### config.mk
export PLATFORM = sky130hd
export DESIGN_NAME = record_field_endian_swapper
export DESIGN_NICKNAME = d
export VERILOG_FILES = /design/src/hdl/rfes_pkg.sv /design/src/hdl/rfes_parser.sv /design/src/hdl/rfes_out_queue.sv /design/src/hdl/record_field_endian_swapper.sv
export SDC_FILE = /design/constraint.sdc
export NUM_CORES = 1
export LEC_CHECK = 0
export ABC_CLOCK_PERIOD_IN_PS = 5200
export CORE_MARGIN = 1
export CORE_UTILIZATION = 57
export CTS_CLUSTER_DIAMETER = 30
export DETAILED_ROUTE_END_ITERATION = 8
export DONT_BUFFER_PORTS = 1
export HOLD_SLACK_MARGIN = 0.06
export PLACE_DENSITY = 0.75
export SYNTH_ARGS = -nofsm -noshare
export SYNTH_HDL_FRONTEND = slang
export SYNTH_HIERARCHICAL = 1
export SYNTH_SLANG_ARGS = --single-unit
### constraint.sdc
create_clock -name clk_i -period 5.2 [get_ports clk_i]
set_clock_uncertainty 0.1 [all_clocks]
set_input_delay 1.04 -clock clk_i [delete_from_list [all_inputs] [get_ports clk_i]]
set_output_delay 1.04 -clock clk_i [all_outputs]
set_load 0.1 [all_outputs]
### src/hdl/rfes_pkg.sv
`timescale 1ns / 1ps

package rfes_pkg;

  localparam int unsigned QueueAwDef = 3;
  localparam int unsigned MaxResults = 4;

  typedef logic [2:0] phase_t;

  localparam phase_t PhMeta = 3'd0;
  localparam phase_t PhRhdr = 3'd1;
  localparam phase_t PhUl   = 3'd2;
  localparam phase_t PhDl   = 3'd3;
  localparam phase_t PhDone = 3'd4;

  localparam logic [7:0] MetaCountMask = 8'h07;
  localparam logic [7:0] HiPairMask    = 8'hC0;
  localparam logic [7:0] DlCountMask   = 8'h0E;
  localparam logic [7:0] UlTopMask     = 8'h01;

  typedef struct packed {
    logic [7:0] data;
    logic [1:0] section;
    logic       field_end;
    logic       structure_end;
  } result_t;

  // Up to four results written into the output queue in one cycle.
  typedef struct packed {
    logic [2:0]                      count;
    result_t [MaxResults-1:0]        entry;
  } push_t;

  function automatic logic [3:0] sect_len(phase_t ph);
    logic [3:0] len;
    unique case (ph)
      PhMeta:  len = 4'd3;
      PhRhdr:  len = 4'd1;
      PhUl:    len = 4'd10;
      default: len = 4'd4;
    endcase
    return len;
  endfunction

  function automatic logic [2:0] field_width(phase_t ph, logic [3:0] st);
    logic [2:0] w;
    w = 3'd1;
    unique case (ph)
      PhMeta: begin
        case (st)
          4'd1:    w = 3'd2;
          default: w = 3'd1;
        endcase
      end
      PhRhdr: w = 3'd4;
      PhUl: begin
        case (st) inside
          4'd0, 4'd1, 4'd3, 4'd5, 4'd6, 4'd8: w = 3'd2;
          default:                            w = 3'd1;
        endcase
      end
      default: begin
        case (st)
          4'd0:    w = 3'd2;
          4'd2:    w = 3'd4;
          default: w = 3'd1;
        endcase
      end
    endcase
    return w;
  endfunction

  function automatic logic [7:0] hold_byte(logic [23:0] hold, logic [1:0] sel);
    logic [7:0] b;
    case (sel)
      2'd0:    b = hold[7:0];
      2'd1:    b = hold[15:8];
      default: b = hold[23:16];
    endcase
    return b;
  endfunction

endpackage

### src/hdl/rfes_parser.sv
`timescale 1ns / 1ps

module rfes_parser (
  input  logic            clk_i,
  input  logic            rst_ni,
  input  logic            in_valid_i,
  output logic            in_stall_o,
  input  logic [7:0]      in_byte_i,
  input  logic            in_last_i,
  input  logic            space_ok_i,
  output rfes_pkg::push_t push_o
);
  import rfes_pkg::*;

  phase_t      phase_q, phase_d;
  logic [3:0]  step_q, step_d;
  logic [1:0]  fill_q, fill_d;
  logic [23:0] hold_q, hold_d;
  logic [4:0]  records_q, records_d;
  logic [2:0]  ul_q, ul_d;
  logic [2:0]  dl_q, dl_d;

  logic        accept;
  logic [2:0]  width;
  logic [3:0]  step_inc;
  logic        go_entry;
  logic        go_record;
  logic        ended;
  logic [1:0]  sel;
  logic [7:0]  r1, r2;

  assign accept     = in_valid_i && space_ok_i;
  assign in_stall_o = !space_ok_i;
  assign width      = field_width(phase_q, step_q);
  assign step_inc   = step_q + 4'd1;
  assign r1         = hold_q[23:16];
  assign r2         = hold_q[15:8];

  always_comb begin
    phase_d   = phase_q;
    step_d    = step_q;
    fill_d    = fill_q;
    hold_d    = hold_q;
    records_d = records_q;
    ul_d      = ul_q;
    dl_d      = dl_q;
    go_entry  = 1'b0;
    go_record = 1'b0;
    ended     = 1'b0;
    sel       = 2'd0;
    push_o    = '0;

    if (accept && phase_q <= PhDl) begin
      if ({1'b0, fill_q} + 3'd1 < width) begin
        case (fill_q)
          2'd0:    hold_d[7:0]   = hold_q[7:0] | in_byte_i;
          2'd1:    hold_d[15:8]  = hold_q[15:8] | in_byte_i;
          default: hold_d[23:16] = hold_q[23:16] | in_byte_i;
        endcase
        fill_d = fill_q + 2'd1;
      end else begin
        if (phase_q == PhMeta && step_q == 4'd1) begin
          records_d = {in_byte_i[2:0] & MetaCountMask[2:0], hold_q[7:6] & HiPairMask[7:6]};
        end
        if (phase_q == PhRhdr) begin
          ul_d = {r1[0] & UlTopMask[0], r2[7:6] & HiPairMask[7:6]};
          dl_d = r1[3:1] & DlCountMask[3:1];
        end
        fill_d = 2'd0;
        hold_d = '0;

        if (step_inc < sect_len(phase_q)) begin
          step_d = step_inc;
        end else begin
          step_d = 4'd0;
          case (phase_q)
            PhMeta: go_record = 1'b1;
            PhUl: begin
              ul_d     = ul_d - 3'd1;
              go_entry = 1'b1;
            end
            PhDl: begin
              dl_d     = dl_d - 3'd1;
              go_entry = 1'b1;
            end
            default: go_entry = 1'b1;
          endcase
        end

        if (go_entry) begin
          if (ul_d != 3'd0) begin
            phase_d = PhUl;
          end else if (dl_d != 3'd0) begin
            phase_d = PhDl;
          end else begin
            go_record = 1'b1;
          end
        end
        if (go_record) begin
          if (records_d == 5'd0) begin
            phase_d = PhDone;
            ended   = 1'b1;
          end else begin
            records_d = records_d - 5'd1;
            phase_d   = PhRhdr;
          end
        end

        // First emitted byte is the newest one; the rest come from the hold
        // register, most significant first.
        push_o.count = width;
        for (int k = 0; k < MaxResults; k++) begin
          sel = 2'(width - 3'(k) - 3'd1);
          push_o.entry[k].data          = (k == 0) ? in_byte_i : hold_byte(hold_q, sel);
          push_o.entry[k].section       = phase_q[1:0];
          push_o.entry[k].field_end     = (3'(k) + 3'd1 == width);
          push_o.entry[k].structure_end = (3'(k) + 3'd1 == width) && ended;
        end
      end
    end

    if (accept && in_last_i) begin
      phase_d   = PhMeta;
      step_d    = 4'd0;
      fill_d    = 2'd0;
      hold_d    = '0;
      records_d = 5'd0;
      ul_d      = 3'd0;
      dl_d      = 3'd0;
    end
  end

  always_ff @(posedge clk_i or negedge rst_ni) begin
    if (!rst_ni) begin
      phase_q   <= PhMeta;
      step_q    <= 4'd0;
      fill_q    <= 2'd0;
      hold_q    <= '0;
      records_q <= 5'd0;
      ul_q      <= 3'd0;
      dl_q      <= 3'd0;
    end else begin
      phase_q   <= phase_d;
      step_q    <= step_d;
      fill_q    <= fill_d;
      hold_q    <= hold_d;
      records_q <= records_d;
      ul_q      <= ul_d;
      dl_q      <= dl_d;
    end
  end

  a_last_restarts: assert property (@(posedge clk_i) disable iff (!rst_ni)
    (accept && in_last_i) |=> (phase_q == PhMeta && fill_q == 2'd0 && records_q == 5'd0))
    else $error("parser did not restart after last byte");

  a_push_only_on_accept: assert property (@(posedge clk_i) disable iff (!rst_ni)
    (push_o.count != 3'd0) |-> (accept && phase_q <= PhDl))
    else $error("results pushed without an accepted byte");

  a_fill_below_width: assert property (@(posedge clk_i) disable iff (!rst_ni)
    (phase_q <= PhDl) |-> ({1'b0, fill_q} < width))
    else $error("partial field holds more bytes than its width");

endmodule

### src/hdl/rfes_out_queue.sv
`timescale 1ns / 1ps

module rfes_out_queue #(
  parameter int unsigned QueueAw = rfes_pkg::QueueAwDef
) (
  input  logic              clk_i,
  input  logic              rst_ni,
  input  rfes_pkg::push_t   push_i,
  output logic              space_ok_o,
  output logic              out_valid_o,
  input  logic              out_stall_i,
  output rfes_pkg::result_t head_o
);
  import rfes_pkg::*;

  localparam int unsigned Depth = 1 << QueueAw;
  localparam int unsigned CntW  = QueueAw + 1;

  result_t             mem_q [Depth];
  logic [QueueAw-1:0]  wr_ptr_q, wr_ptr_d;
  logic [QueueAw-1:0]  rd_ptr_q, rd_ptr_d;
  logic [CntW-1:0]     count_q, count_d;
  logic                pop;

  assign out_valid_o = (count_q != '0);
  assign pop         = out_valid_o && !out_stall_i;
  assign head_o      = mem_q[rd_ptr_q];
  assign space_ok_o  = (count_q <= CntW'(Depth - MaxResults));

  assign wr_ptr_d = wr_ptr_q + QueueAw'(push_i.count);
  assign rd_ptr_d = rd_ptr_q + QueueAw'(pop);
  assign count_d  = count_q + CntW'(push_i.count) - CntW'(pop);

  always_ff @(posedge clk_i or negedge rst_ni) begin
    if (!rst_ni) begin
      wr_ptr_q <= '0;
      rd_ptr_q <= '0;
      count_q  <= '0;
    end else begin
      wr_ptr_q <= wr_ptr_d;
      rd_ptr_q <= rd_ptr_d;
      count_q  <= count_d;
    end
  end

  always_ff @(posedge clk_i) begin
    for (int k = 0; k < MaxResults; k++) begin
      if (3'(k) < push_i.count) begin
        mem_q[wr_ptr_q + QueueAw'(k)] <= push_i.entry[k];
      end
    end
  end

  a_no_overflow: assert property (@(posedge clk_i) disable iff (!rst_ni)
    count_q <= CntW'(Depth))
    else $error("output queue overflow");

  a_push_needs_space: assert property (@(posedge clk_i) disable iff (!rst_ni)
    (push_i.count != 3'd0) |-> space_ok_o)
    else $error("push into output queue without room");

  a_stalled_head_holds: assert property (@(posedge clk_i) disable iff (!rst_ni)
    (out_valid_o && out_stall_i) |=> (out_valid_o && $stable(head_o)))
    else $error("stalled output request changed");

endmodule

### src/hdl/record_field_endian_swapper.sv
`timescale 1ns / 1ps

// Byte-stream parser for one nested little-endian log record: a 1/2/1-byte
// metadata header, then records of a 4-byte header plus uplink and downlink
// entries whose counts come from bit fields of the swapped headers. Every
// complete field is re-emitted most significant byte first, one byte per
// output request, tagged with its section and with field and structure end
// flags. The input takes one byte per cycle when not stalled; all bytes of a
// field enter a (1 << QueueAw)-entry output queue at once, as its last input
// byte is accepted, and leave it one per cycle while out_stall_i is low. The
// input stalls whenever that queue has fewer than four free entries, so
// sustained rate is one byte per cycle as long as the output side keeps up.
// A field cut short by in_last_i is dropped, bytes past the end of the
// structure produce nothing, and the parser restarts after every in_last_i byte.

module record_field_endian_swapper #(
  parameter int unsigned QueueAw = rfes_pkg::QueueAwDef
) (
  input  logic       clk_i,
  input  logic       rst_ni,
  input  logic       in_valid_i,
  output logic       in_stall_o,
  input  logic [7:0] in_byte_i,
  input  logic       in_last_i,
  output logic       out_valid_o,
  input  logic       out_stall_i,
  output logic [7:0] out_byte_o,
  output logic [1:0] section_o,
  output logic       field_end_o,
  output logic       structure_end_o
);
  import rfes_pkg::*;

  push_t   push;
  logic    space_ok;
  result_t head;

  rfes_parser u_parser (
    .clk_i      (clk_i),
    .rst_ni     (rst_ni),
    .in_valid_i (in_valid_i),
    .in_stall_o (in_stall_o),
    .in_byte_i  (in_byte_i),
    .in_last_i  (in_last_i),
    .space_ok_i (space_ok),
    .push_o     (push)
  );

  rfes_out_queue #(
    .QueueAw (QueueAw)
  ) u_out_queue (
    .clk_i       (clk_i),
    .rst_ni      (rst_ni),
    .push_i      (push),
    .space_ok_o  (space_ok),
    .out_valid_o (out_valid_o),
    .out_stall_i (out_stall_i),
    .head_o      (head)
  );

  assign out_byte_o      = head.data;
  assign section_o       = head.section;
  assign field_end_o     = head.field_end;
  assign structure_end_o = head.structure_end;

endmodule

==> impl_metrics.tcl, run 1 <==
set metrics [dict create \
    routed_wirelength_mm 29.06 \
    multi_input_area_mm2 0.005613 \
    hold_violations 0 \
    ir_worst_vdd_v 0.0004634 \
    num-fill-cells 1516 \
    regToRegStartpoint "u_parser/step_q[1]$_DFFE_PN0P_" \
    setup_viol 0 \
    rr_worst_depth 16 \
    ys_seq_area_share_pct 40.20 \
    port-buffer-count 0 \
    grt_max_degree 55 \
    ys.flop_type "edfxtp_1" \
    clock_sinks 150 \
    clkPwrFrac_pct 17.8 \
    first_global_vias 8168 \
    fmax_ghz 0.2061 \
    ff_latch_area_mm2 0.004234 \
    synth_edf_count 96 \
    synthTopCellsByCount "a21oi_1, o22ai_1, edfxtp_1" \
    powerDensity_mw_per_mm2 625.5 \
    seqPwrFrac_pct 26.9 \
    cp_data_required_time_ps 5380 \
    synth_area_mm2 0.01053 \
    swShare_pct 49.81 \
    cts_hold_buf 0 \
    initial_utilization_pct 58.43 \
    drive_gt1_share_pct 14.77 \
    hold_ws_ps 190.7 \
    gp_congestion 0.9145 \
    dieArea_mm2 0.01902 \
    post-route-drc-count 0 \
    coreArea_mm2 0.01802 \
    power_mw 7.016 \
    post-route-period-util_pct 93.32 \
    maxSlewViolCount 0 \
    yosys.area.top_type "edfxtp_1" \
    p_leak_nw 4.341 \
    pwr-share-comb_pct 55.3 \
    avgRoutedWirePerCell_um 23.10 \
    numCtsBuffers 17 \
    drt-vias-per-instance 6.924 \
    fp.dieW_um 137.9 \
    synth.top_cell.area_share_pct 27.37 \
    yosys-top-cells-area "edfxtp_1, dfrtp_1, mux2i_1" \
    fin_setup_tns_ps 0 \
    antenna_left 0 \
    synth_warnings 6 \
    vias 8711 \
    clock_latency_ps 440 \
    worstMarginPinSlew_ps 1373 \
    start_kind "flop" \
    grt_pass1_wl_mm 44.99 \
    final_nets 1061 \
    antenna_found_initial 0 \
    drtPass1Iterations 8 \
    p_switching_mw 3.495 \
    cts_tree "done" \
    ios 27 \
    grt_use_total_pct 31.73 \
    status "finished, final reports clean" \
    synthArstFlopShare_pct 36.00 \
    clockBufferDepth 2 \
    critical_path_class "reg -> reg" \
    cp_max_fo 12 \
    rsz0062_at_grt "false" \
    ys_seq_elements 150 \
    grt.overflow.total 0 \
    slew_headroom_pct 8.301 \
    yosysMostFrequentCell "a21oi_1" \
    row_count 49 \
    syn_nets 1114 \
    cts.clk_slew.worst_paths_ps 70 \
    cap_violations 0 \
    hpwlAfterDp_mm 20.01 \
    htreeDepth 4 \
    critical_path.endpoint_type "flop" \
    diodes 0 \
    die_y_um 137.9 \
    p_int_mw 3.521 \
    ys_types 84 \
    finalWorstPathRequiredPeriod_ps 4853 \
    synth.avg_cell_area_um2 9.852 \
    r2r_end "u_out_queue/mem_q[6][2]$_DFFE_PP_" \
    fin_util_pct 62.23 \
    cts_root_buf "clkbuf_16" \
    syn_to_final_growth_pct 6.511 \
    hold_path_class "in -> async" \
    drt_iter0_markers 1167 \
    arrival_ps 5030 \
    r2r_setup_slack_ps 350 \
    synthCells 1069 \
]
==> layout by cell type (no fill, tap or decap), types with 10 or more instances in the layout <==
| cell type | n |
|---|---|
| a211oi_1 | 10 |
| a21o_1 | 11 |
| a21oi_1 | 114 |
| a22oi_1 | 16 |
| a31oi_1 | 24 |
| and2_1 | 27 |
| buf_4 | 51 |
| clkbuf_16 | 17 |
| dfrtp_1 | 54 |
| edfxtp_1 | 96 |
| ha_1 | 30 |
| inv_1 | 29 |
| mux2_2 | 15 |
| mux2i_1 | 78 |
| mux4_2 | 24 |
| nand2_1 | 80 |
| nand3_1 | 18 |
| nor2_1 | 60 |
| nor3_1 | 24 |
| o21ai_0 | 14 |
| o22ai_1 | 97 |
==> layer usage <==
metal  routed length, um  track usage, %
met5                   0               0
met1               11500           41.10
met3                2641           5.702
met4                1018           15.22
met2               13900           51.39
==> state kept, by name (all words and copies together), names as in the netlist <==
register / flops
u_out_queue/mem_q: 96
u_parser/hold_q: 24
u_parser/records_q: 5
u_out_queue/count_q: 4
u_parser/step_q: 4
u_out_queue/rd_ptr_q: 3
u_out_queue/wr_ptr_q: 3
u_parser/dl_q: 3
u_parser/phase_q: 3
u_parser/ul_q: 3
u_parser/fill_q: 2
==> logic make-up (layout without fill, tap and decap cells) <==
group / after synthesis / count (layout) / share of synthesized area [%]
AOI/OAI and AO/OA: 341 / 341 / 20.90
and+or+nand+nor: 255 / 255 / 12.17
buffers and inverters: 154 / 114 / 6.677
DFF: 150 / 150 / 40.20
muxes: 119 / 119 / 14.36
adders and majority gates: 32 / 32 / 3.944
xor gates and xnor gates: 18 / 18 / 1.747
==> repair_timing <==
| action | CTS | global route |
|---|---|---|
| buffers inserted | 0 | 1 |
| setup endpoints to repair | 0 | 39 |
| gates resized for setup | 0 | 2 |
==> through the flow <==
step,cell area (um^2),setup WS [ps],std cells
finish,11220,347.4,1258
global route,11220,4.400,1258
CTS,11200,178.2,1257
detailed placement,10610,196.8,1225
global placement,10610,414.9,1225
floorplan,10530,277.1,1069
==> worst max-delay path, stage by stage, from the launching register on <==
cell and delay [ps]:
dfrtp_1 420, inv_1 90, ha_1 170, nor3b_1 330
and2_1 400, a221oi_1 140, ha_1 320, and2_1 140
a211o_1 190, a21oi_2 100, nand2b_1 190, nor2_1 430
buf_4 230, o211ai_1 170, nor2_1 870, nand2_1 150
a31oi_1 230
==> cell type report <==
type / instances / share of cell area [%]
flip-flops and latches: 150 / 37.75
repair buffers: 51 / 3.413
multi-input cells: 765 / 50.04
clock buffers: 17 / 3.793
clock inverters: 15 / 1.417
inverters: 31 / 1.037
well taps: 229 / 2.554
==> power by group through the flow <==
stage	registers, mW	clock network, mW	logic, mW
final	1.89	1.25	3.88
after global routing	1.92	1.29	4.18
after CTS	1.88	1.25	3.82
after detailed placement	1.90	0	3.81
after global placement	1.90	0	3.73
after floorplan	1.75	0	3.21
==> how the worst max path moves through the flow <==
stage / startpoint / to / slack [ps] / cells past startpoint
after detailed placement: u_parser/step_q[1]$_DFFE_PN0P_ / u_out_queue/mem_q[4][9]$_DFFE_PP_ / 200 / 15
final: u_parser/step_q[1]$_DFFE_PN0P_ / u_out_queue/mem_q[6][2]$_DFFE_PP_ / 350 / 16
after CTS: u_parser/step_q[1]$_DFFE_PN0P_ / u_out_queue/mem_q[4][5]$_DFFE_PP_ / 180 / 15
after global routing: u_parser/step_q[1]$_DFFE_PN0P_ / u_out_queue/mem_q[4][1]$_DFFE_PP_ / 4 / 17
after global placement: u_parser/step_q[1]$_DFFE_PN0P_ / u_out_queue/mem_q[2][3]$_DFFE_PP_ / 410 / 17
after floorplan: u_parser/step_q[0]$_DFFE_PN0P_ / u_out_queue/mem_q[6][0]$_DFFE_PP_ / 280 / 19
(Power assumes the default switching activity.)
==> run 2: changes to the inputs <==
--- a/config.mk
+++ b/config.mk
@@ -6,13 +6,13 @@
 export NUM_CORES = 1
 export LEC_CHECK = 0
 export ABC_CLOCK_PERIOD_IN_PS = 5200
+export BUFFER_PORTS_ARGS = -buffer_cell sky130_fd_sc_hd__buf_2
 export CORE_MARGIN = 1
 export CORE_UTILIZATION = 57
 export CTS_CLUSTER_DIAMETER = 30
 export DETAILED_ROUTE_END_ITERATION = 8
-export DONT_BUFFER_PORTS = 1
 export HOLD_SLACK_MARGIN = 0.06
-export PLACE_DENSITY = 0.75
+export PLACE_DENSITY = 0.77
 export SYNTH_ARGS = -nofsm -noshare
 export SYNTH_HDL_FRONTEND = slang
 export SYNTH_HIERARCHICAL = 1
==> run 2 against run 1 <==
  * Global-route usage up 2.0 points
  * Wire length up 6.1%
  * Register-to-register slack better by 40 ps
  * Total power up 1.1%
  * Cell count up 2.5%
  * Die area unchanged
  * Worst hold slack better by 210 ps
  * Sequential cell count unchanged
  * Combinational power up 3%
==> impl_metrics.tcl, run 2 (synthesized netlist as in run 1, its figures left out) <==
set metrics [dict create \
    status "finished, final reports clean" \
    avgRoutedWirePerCell_um 23.90 \
    finalWorstPathRequiredPeriod_ps 4812 \
    place_ws_ps 372.8 \
    largest_register_ff_count 96 \
    grt.overflow.total 0 \
    drt_iter0_markers 1493 \
    swShare_pct 49.27 \
    layout_commonest_cell "a21oi_1" \
    syn_to_final_growth_pct 8.032 \
    cap_violations 0 \
    die_y_um 137.9 \
    cp_data_required_time_ps 5080 \
    start_kind "flop" \
    multi_input_area_mm2 0.005613 \
    hold_path_class "reg -> reg" \
    port-buffer-count 26 \
    cts_tree "done" \
    slowest_stage "nand2_1" \
    largest-register "u_out_queue/mem_q" \
    rsz0062_at_grt "false" \
    fin_util_pct 63.12 \
    diodes 0 \
    drt-vias-per-instance 7.084 \
    critical_path.endpoint_type "flop" \
    critPathBufInv 2 \
    routed_wirelength_mm 30.84 \
    cp_slowest_stage_delay_ps 500 \
    fp.dieW_um 137.9 \
    slew_headroom_pct 18.51 \
    ir_worst_vdd_v 0.0004797 \
    critical_path_class "reg -> reg" \
    ios 27 \
    row_count 49 \
    p_switching_mw 3.495 \
    top_regs "u_out_queue/mem_q x96, u_parser/hold_q x24, u_parser/records_q x5" \
    coreArea_mm2 0.01802 \
    cts.clk_slew.worst_paths_ps 60 \
    ff_latch_area_mm2 0.004234 \
    first_global_vias 8481 \
    post-route-drc-count 0 \
    path_cells "inv_1 -> ha_1 -> nor3b_1 -> and2_1 -> a221oi_1 -> ha_1 -> and2_1 -> a211o_1 -> a21oi_2 -> nand2b_1 -> nor2_1 -> buf_4 -> o21ai_0 -> nor3_2 -> a21oi_1 -> nand2_1" \
    initial_utilization_pct 58.43 \
    htreeDepth 4 \
    setup_viol 0 \
    numCtsBuffers 17 \
    antenna_found_initial 0 \
    antenna_left 0 \
    setup_ws_ps 388.4 \
    p_leak_nw 4.473 \
    hold_violations 0 \
    fmax_ghz 0.2078 \
    clock_latency_ps 420 \
    powerDensity_mw_per_mm2 623.5 \
    final_nets 1093 \
    grt_pass1_wl_mm 47.62 \
    pwr-share-comb_pct 56.5 \
    clockBufferDepth 2 \
    final_cell_mix "a21oi_1, o22ai_1, edfxtp_1" \
    post-route-period-util_pct 92.53 \
    hold_ws_ps 405.0 \
    num-fill-cells 1473 \
    p_int_mw 3.599 \
    maxSlewViolCount 0 \
    dieArea_mm2 0.01902 \
    arrival_ps 4690 \
    gp_congestion 0.9484 \
    vias 9139 \
    grt_max_degree 55 \
    hpwlAfterDp_mm 20.53 \
    drtPass1Iterations 8 \
    drive_gt1_share_pct 17.34 \
    cp_max_fo 14 \
    path_delay_family "simple AND/OR/NAND/NOR gates" \
    worstMarginPinSlew_ps 1220 \
    fin_setup_tns_ps 0 \
    grt_use_total_pct 33.72 \
    cts_root_buf "clkbuf_16" \
    clkPwrFrac_pct 17.0 \
    seqPwrFrac_pct 26.6 \
    clock_sinks 150 \
]
[run 2: power groups by stage]
stage | logic, mW | registers [mW] | clock network, mW
finish | 4.01 | 1.88 | 1.20
floorplan | 3.21 | 1.75 | 0
global placement | 3.83 | 1.89 | 0
detailed placement | 3.89 | 1.90 | 0
global route | 4.32 | 1.92 | 1.25
CTS | 3.92 | 1.88 | 1.21
[run 2: metrics by stage]
stage | cell area, um^2 | power (mW) | cells
floorplan | 10530 | 4.955 | 1069
global placement | 10780 | 5.723 | 1256
detailed placement | 10780 | 5.795 | 1256
CTS | 11350 | 7.014 | 1288
global route | 11380 | 7.492 | 1290
finish | 11380 | 7.094 | 1290
[run 2: layout make-up]
| class | count | area share (%) |
|---|---|---|
| inverter | 31 | 1.023 |
| sequential | 150 | 37.22 |
| clock buffer | 21 | 4.157 |
| clock inverter | 11 | 0.8468 |
| multi-input combinational | 765 | 49.33 |
| tap | 229 | 2.518 |
| timing repair buffer | 83 | 4.905 |
[run 2: repair_timing]
item,CTS,global route
endpoints found under the setup margin,0,28
gates resized for setup,0,2
setup buffers,0,2
hold buffers,0,0
[run 2: worst paths after layout]
check	start	endpoint	slack [ps]	cells after the start
worst max-delay path	u_parser/step_q[1]$_DFFE_PN0P_	u_out_queue/mem_q[0][6]$_DFFE_PP_	390	16
worst min-delay path	u_out_queue/rd_ptr_q[1]$_DFF_PN0_	u_out_queue/rd_ptr_q[1]$_DFF_PN0_	400	1
worst max register to register	u_parser/step_q[1]$_DFFE_PN0P_	u_out_queue/mem_q[0][6]$_DFFE_PP_	390	16
worst min register to register	u_out_queue/rd_ptr_q[1]$_DFF_PN0_	u_out_queue/rd_ptr_q[1]$_DFF_PN0_	400	1
max in group asynchronous	rst_ni	u_parser/hold_q[11]$_DFFE_PN0P_	3890	2
min in group asynchronous	rst_ni	u_parser/step_q[2]$_DFFE_PN0P_	640	2
[run 2: routing by layer]
metal,GRT usage [%],share of wire [%],up-vias
li1,-,-,3976
met4,15.46,5.0,0
met2,51.61,45,696
met1,45.33,38,4308
met3,7.895,11,159
met5,0,0,-
==> run 3: changes to the inputs <==
--- a/config.mk
+++ b/config.mk
@@ -8,11 +8,10 @@
 export ABC_CLOCK_PERIOD_IN_PS = 5200
 export BUFFER_PORTS_ARGS = -buffer_cell sky130_fd_sc_hd__buf_2
 export CORE_MARGIN = 1
-export CORE_UTILIZATION = 57
+export CORE_UTILIZATION = 50
 export CTS_CLUSTER_DIAMETER = 30
 export DETAILED_ROUTE_END_ITERATION = 8
-export HOLD_SLACK_MARGIN = 0.06
-export PLACE_DENSITY = 0.77
+export PLACE_DENSITY = 0.69
 export SYNTH_ARGS = -nofsm -noshare
 export SYNTH_HDL_FRONTEND = slang
 export SYNTH_HIERARCHICAL = 1
==> run 3 against run 2 <==
  * Non-clock buffer count fell by 1
  * Utilization is 6.9 points lower
  * Die area rose by 14%
  * Clock power is 11% higher
  * Worst setup slack improved by 6.2 ps
  * Global-route usage shrank 6.0 points
  * Final area increased by 0.93%
  * Largest power group unchanged
==> impl_metrics.tcl, run 3 (synthesized netlist as in run 1, its figures left out) <==
set metrics [dict create \
    p_int_mw 3.712 \
    gp_congestion 0.9058 \
    path_cells "inv_1 -> ha_1 -> nor3b_1 -> and2_1 -> a221oi_1 -> ha_1 -> and2_1 -> a211o_1 -> a21oi_2 -> nand2b_1 -> nor2_1 -> buf_4 -> o21bai_1 -> nor3_4 -> a21oi_1 -> nand2_1" \
    antenna_found_initial 0 \
    avgRoutedWirePerCell_um 21.99 \
    drt-vias-per-instance 6.624 \
    setup_viol 0 \
    drt_iter0_markers 1112 \
    swShare_pct 48.59 \
    layout_commonest_cell "a21oi_1" \
    cp_data_required_time_ps 5160 \
    grt_use_total_pct 27.75 \
    maxSlewViolCount 0 \
    dieArea_mm2 0.02165 \
    post-route-period-util_pct 92.41 \
    pwr-share-comb_pct 55.3 \
    diodes 0 \
    grt_max_degree 55 \
    cts_root_buf "clkbuf_16" \
    arrival_ps 4770 \
    largest-register "u_out_queue/mem_q" \
    fp.dieW_um 147.1 \
    num-fill-cells 1794 \
    antenna_left 0 \
    critical_path_class "reg -> reg" \
    finalWorstPathRequiredPeriod_ps 4805 \
    ios 27 \
    cts_hold_buf 0 \
    slew_headroom_pct 26.69 \
    powerDensity_mw_per_mm2 628.8 \
    numCtsBuffers 17 \
    top_regs "u_out_queue/mem_q x96, u_parser/hold_q x24, u_parser/records_q x5" \
    cts_tree "done" \
    initial_utilization_pct 51.55 \
    slowest_stage "nor3_4" \
    start_kind "flop" \
    grt.overflow.total 0 \
    hold_path_class "reg -> reg" \
    regToRegStartpoint "u_parser/step_q[1]$_DFFE_PN0P_" \
    hold_ws_ps 392.0 \
    hold_violations 0 \
    grt_pass1_wl_mm 46.63 \
    vias 8810 \
    cp_max_fo 13 \
    power_mw 7.221 \
    drtPass1Iterations 7 \
    first_global_vias 8535 \
    htreeDepth 4 \
    hpwlAfterDp_mm 20.71 \
    final_nets 1092 \
    clockBufferDepth 2 \
    critical_path.endpoint_type "flop" \
    clock_latency_ps 430 \
    post-route-drc-count 0 \
    min-delay-start "u_parser/records_q[4]$_DFFE_PN0P_" \
    port-buffer-count 26 \
    largest_register_ff_count 96 \
    fin_setup_tns_ps 0 \
    routed_wirelength_mm 29.24 \
    critPathBufInv 2 \
    cts.clk_slew.worst_paths_ps 60 \
    cp_slowest_stage_delay_ps 480 \
    rsz0062_at_grt "false" \
    clock_sinks 150 \
    crit_start "u_parser/step_q[1]$_DFFE_PN0P_" \
    cap_violations 0 \
    seqPwrFrac_pct 26.3 \
    clkPwrFrac_pct 18.4 \
    p_switching_mw 3.509 \
    row_count 52 \
    drive_gt1_share_pct 17.17 \
    ir_worst_vdd_v 0.0004676 \
    coreArea_mm2 0.02043 \
    p_leak_nw 4.490 \
    die_y_um 147.1 \
    final_cell_mix "a21oi_1, o22ai_1, edfxtp_1" \
    fmax_ghz 0.2081 \
    status "finished, final reports clean" \
    syn_to_final_growth_pct 9.041 \
    path_delay_family "simple AND/OR/NAND/NOR gates" \
    worstMarginPinSlew_ps 1100 \
]
[run 3: metrics by stage]
| stage | instance area [um^2] | utilization, % | setup slack (ps) | std cells |
|---|---|---|---|---|
| after floorplan | 10530 | - | 277.1 | 1069 |
| after global placement | 10830 | 53.03 | 505.2 | 1297 |
| after global routing | 11480 | 56.21 | 24.74 | 1330 |
| after detailed placement | 10830 | 53.03 | 249.8 | 1297 |
| after CTS | 11460 | 56.09 | 221.9 | 1329 |
| final | 11480 | 56.21 | 394.6 | 1330 |
[run 3: what timing repair did]
action	in CTS	in global routing
buffers inserted	0	1
setup endpoints to repair	0	48
gates resized for setup	0	3
[run 3: metal layers]
| layer | track usage, % | part of all wire (%) |
|---|---|---|
| met5 | 0 | 0 |
| met4 | 10.62 | 3.1 |
| met3 | 5.994 | 9.1 |
| met2 | 44.50 | 47 |
| met1 | 36.76 | 41 |
[run 3: cell type report]
| cell class | count | area, um^2 | share of cell area, % |
|---|---|---|---|
| clock buffer | 18 | 429.2 | 3.737 |
| clock inverter | 14 | 197.7 | 1.722 |
| inverter | 31 | 116.4 | 1.013 |
| multi-input combinational | 765 | 5618 | 48.92 |
| sequential | 150 | 4234 | 36.87 |
| tap | 270 | 337.8 | 2.942 |
| timing repair buffer | 82 | 550.5 | 4.794 |
[run 3: final timing paths]
check | end | slack [ps] | cells past startpoint
hold / removal | u_parser/records_q[4]$_DFFE_PN0P_ | 390 | 1
max in group asynchronous | u_parser/hold_q[21]$_DFFE_PN0P_ | 3880 | 2
hold reg to reg | u_parser/records_q[4]$_DFFE_PN0P_ | 390 | 1
min in group asynchronous | u_parser/step_q[3]$_DFFE_PN0P_ | 630 | 2
setup reg to reg | u_out_queue/mem_q[5][6]$_DFFE_PP_ | 390 | 16
setup / recovery | u_out_queue/mem_q[5][6]$_DFFE_PP_ | 390 | 16
[run 3: power by group through the flow]
stage          Sequential, mW  Combinational (mW)  Clock, mW
3_5_place_dp             1.91                3.92          0
5_1_grt                  1.94                4.29       1.39
3_3_place_gp             1.91                3.86          0
2_1_floorplan            1.75                3.21          0
6_report                 1.90                4.00       1.33
4_1_cts                  1.89                3.93       1.34
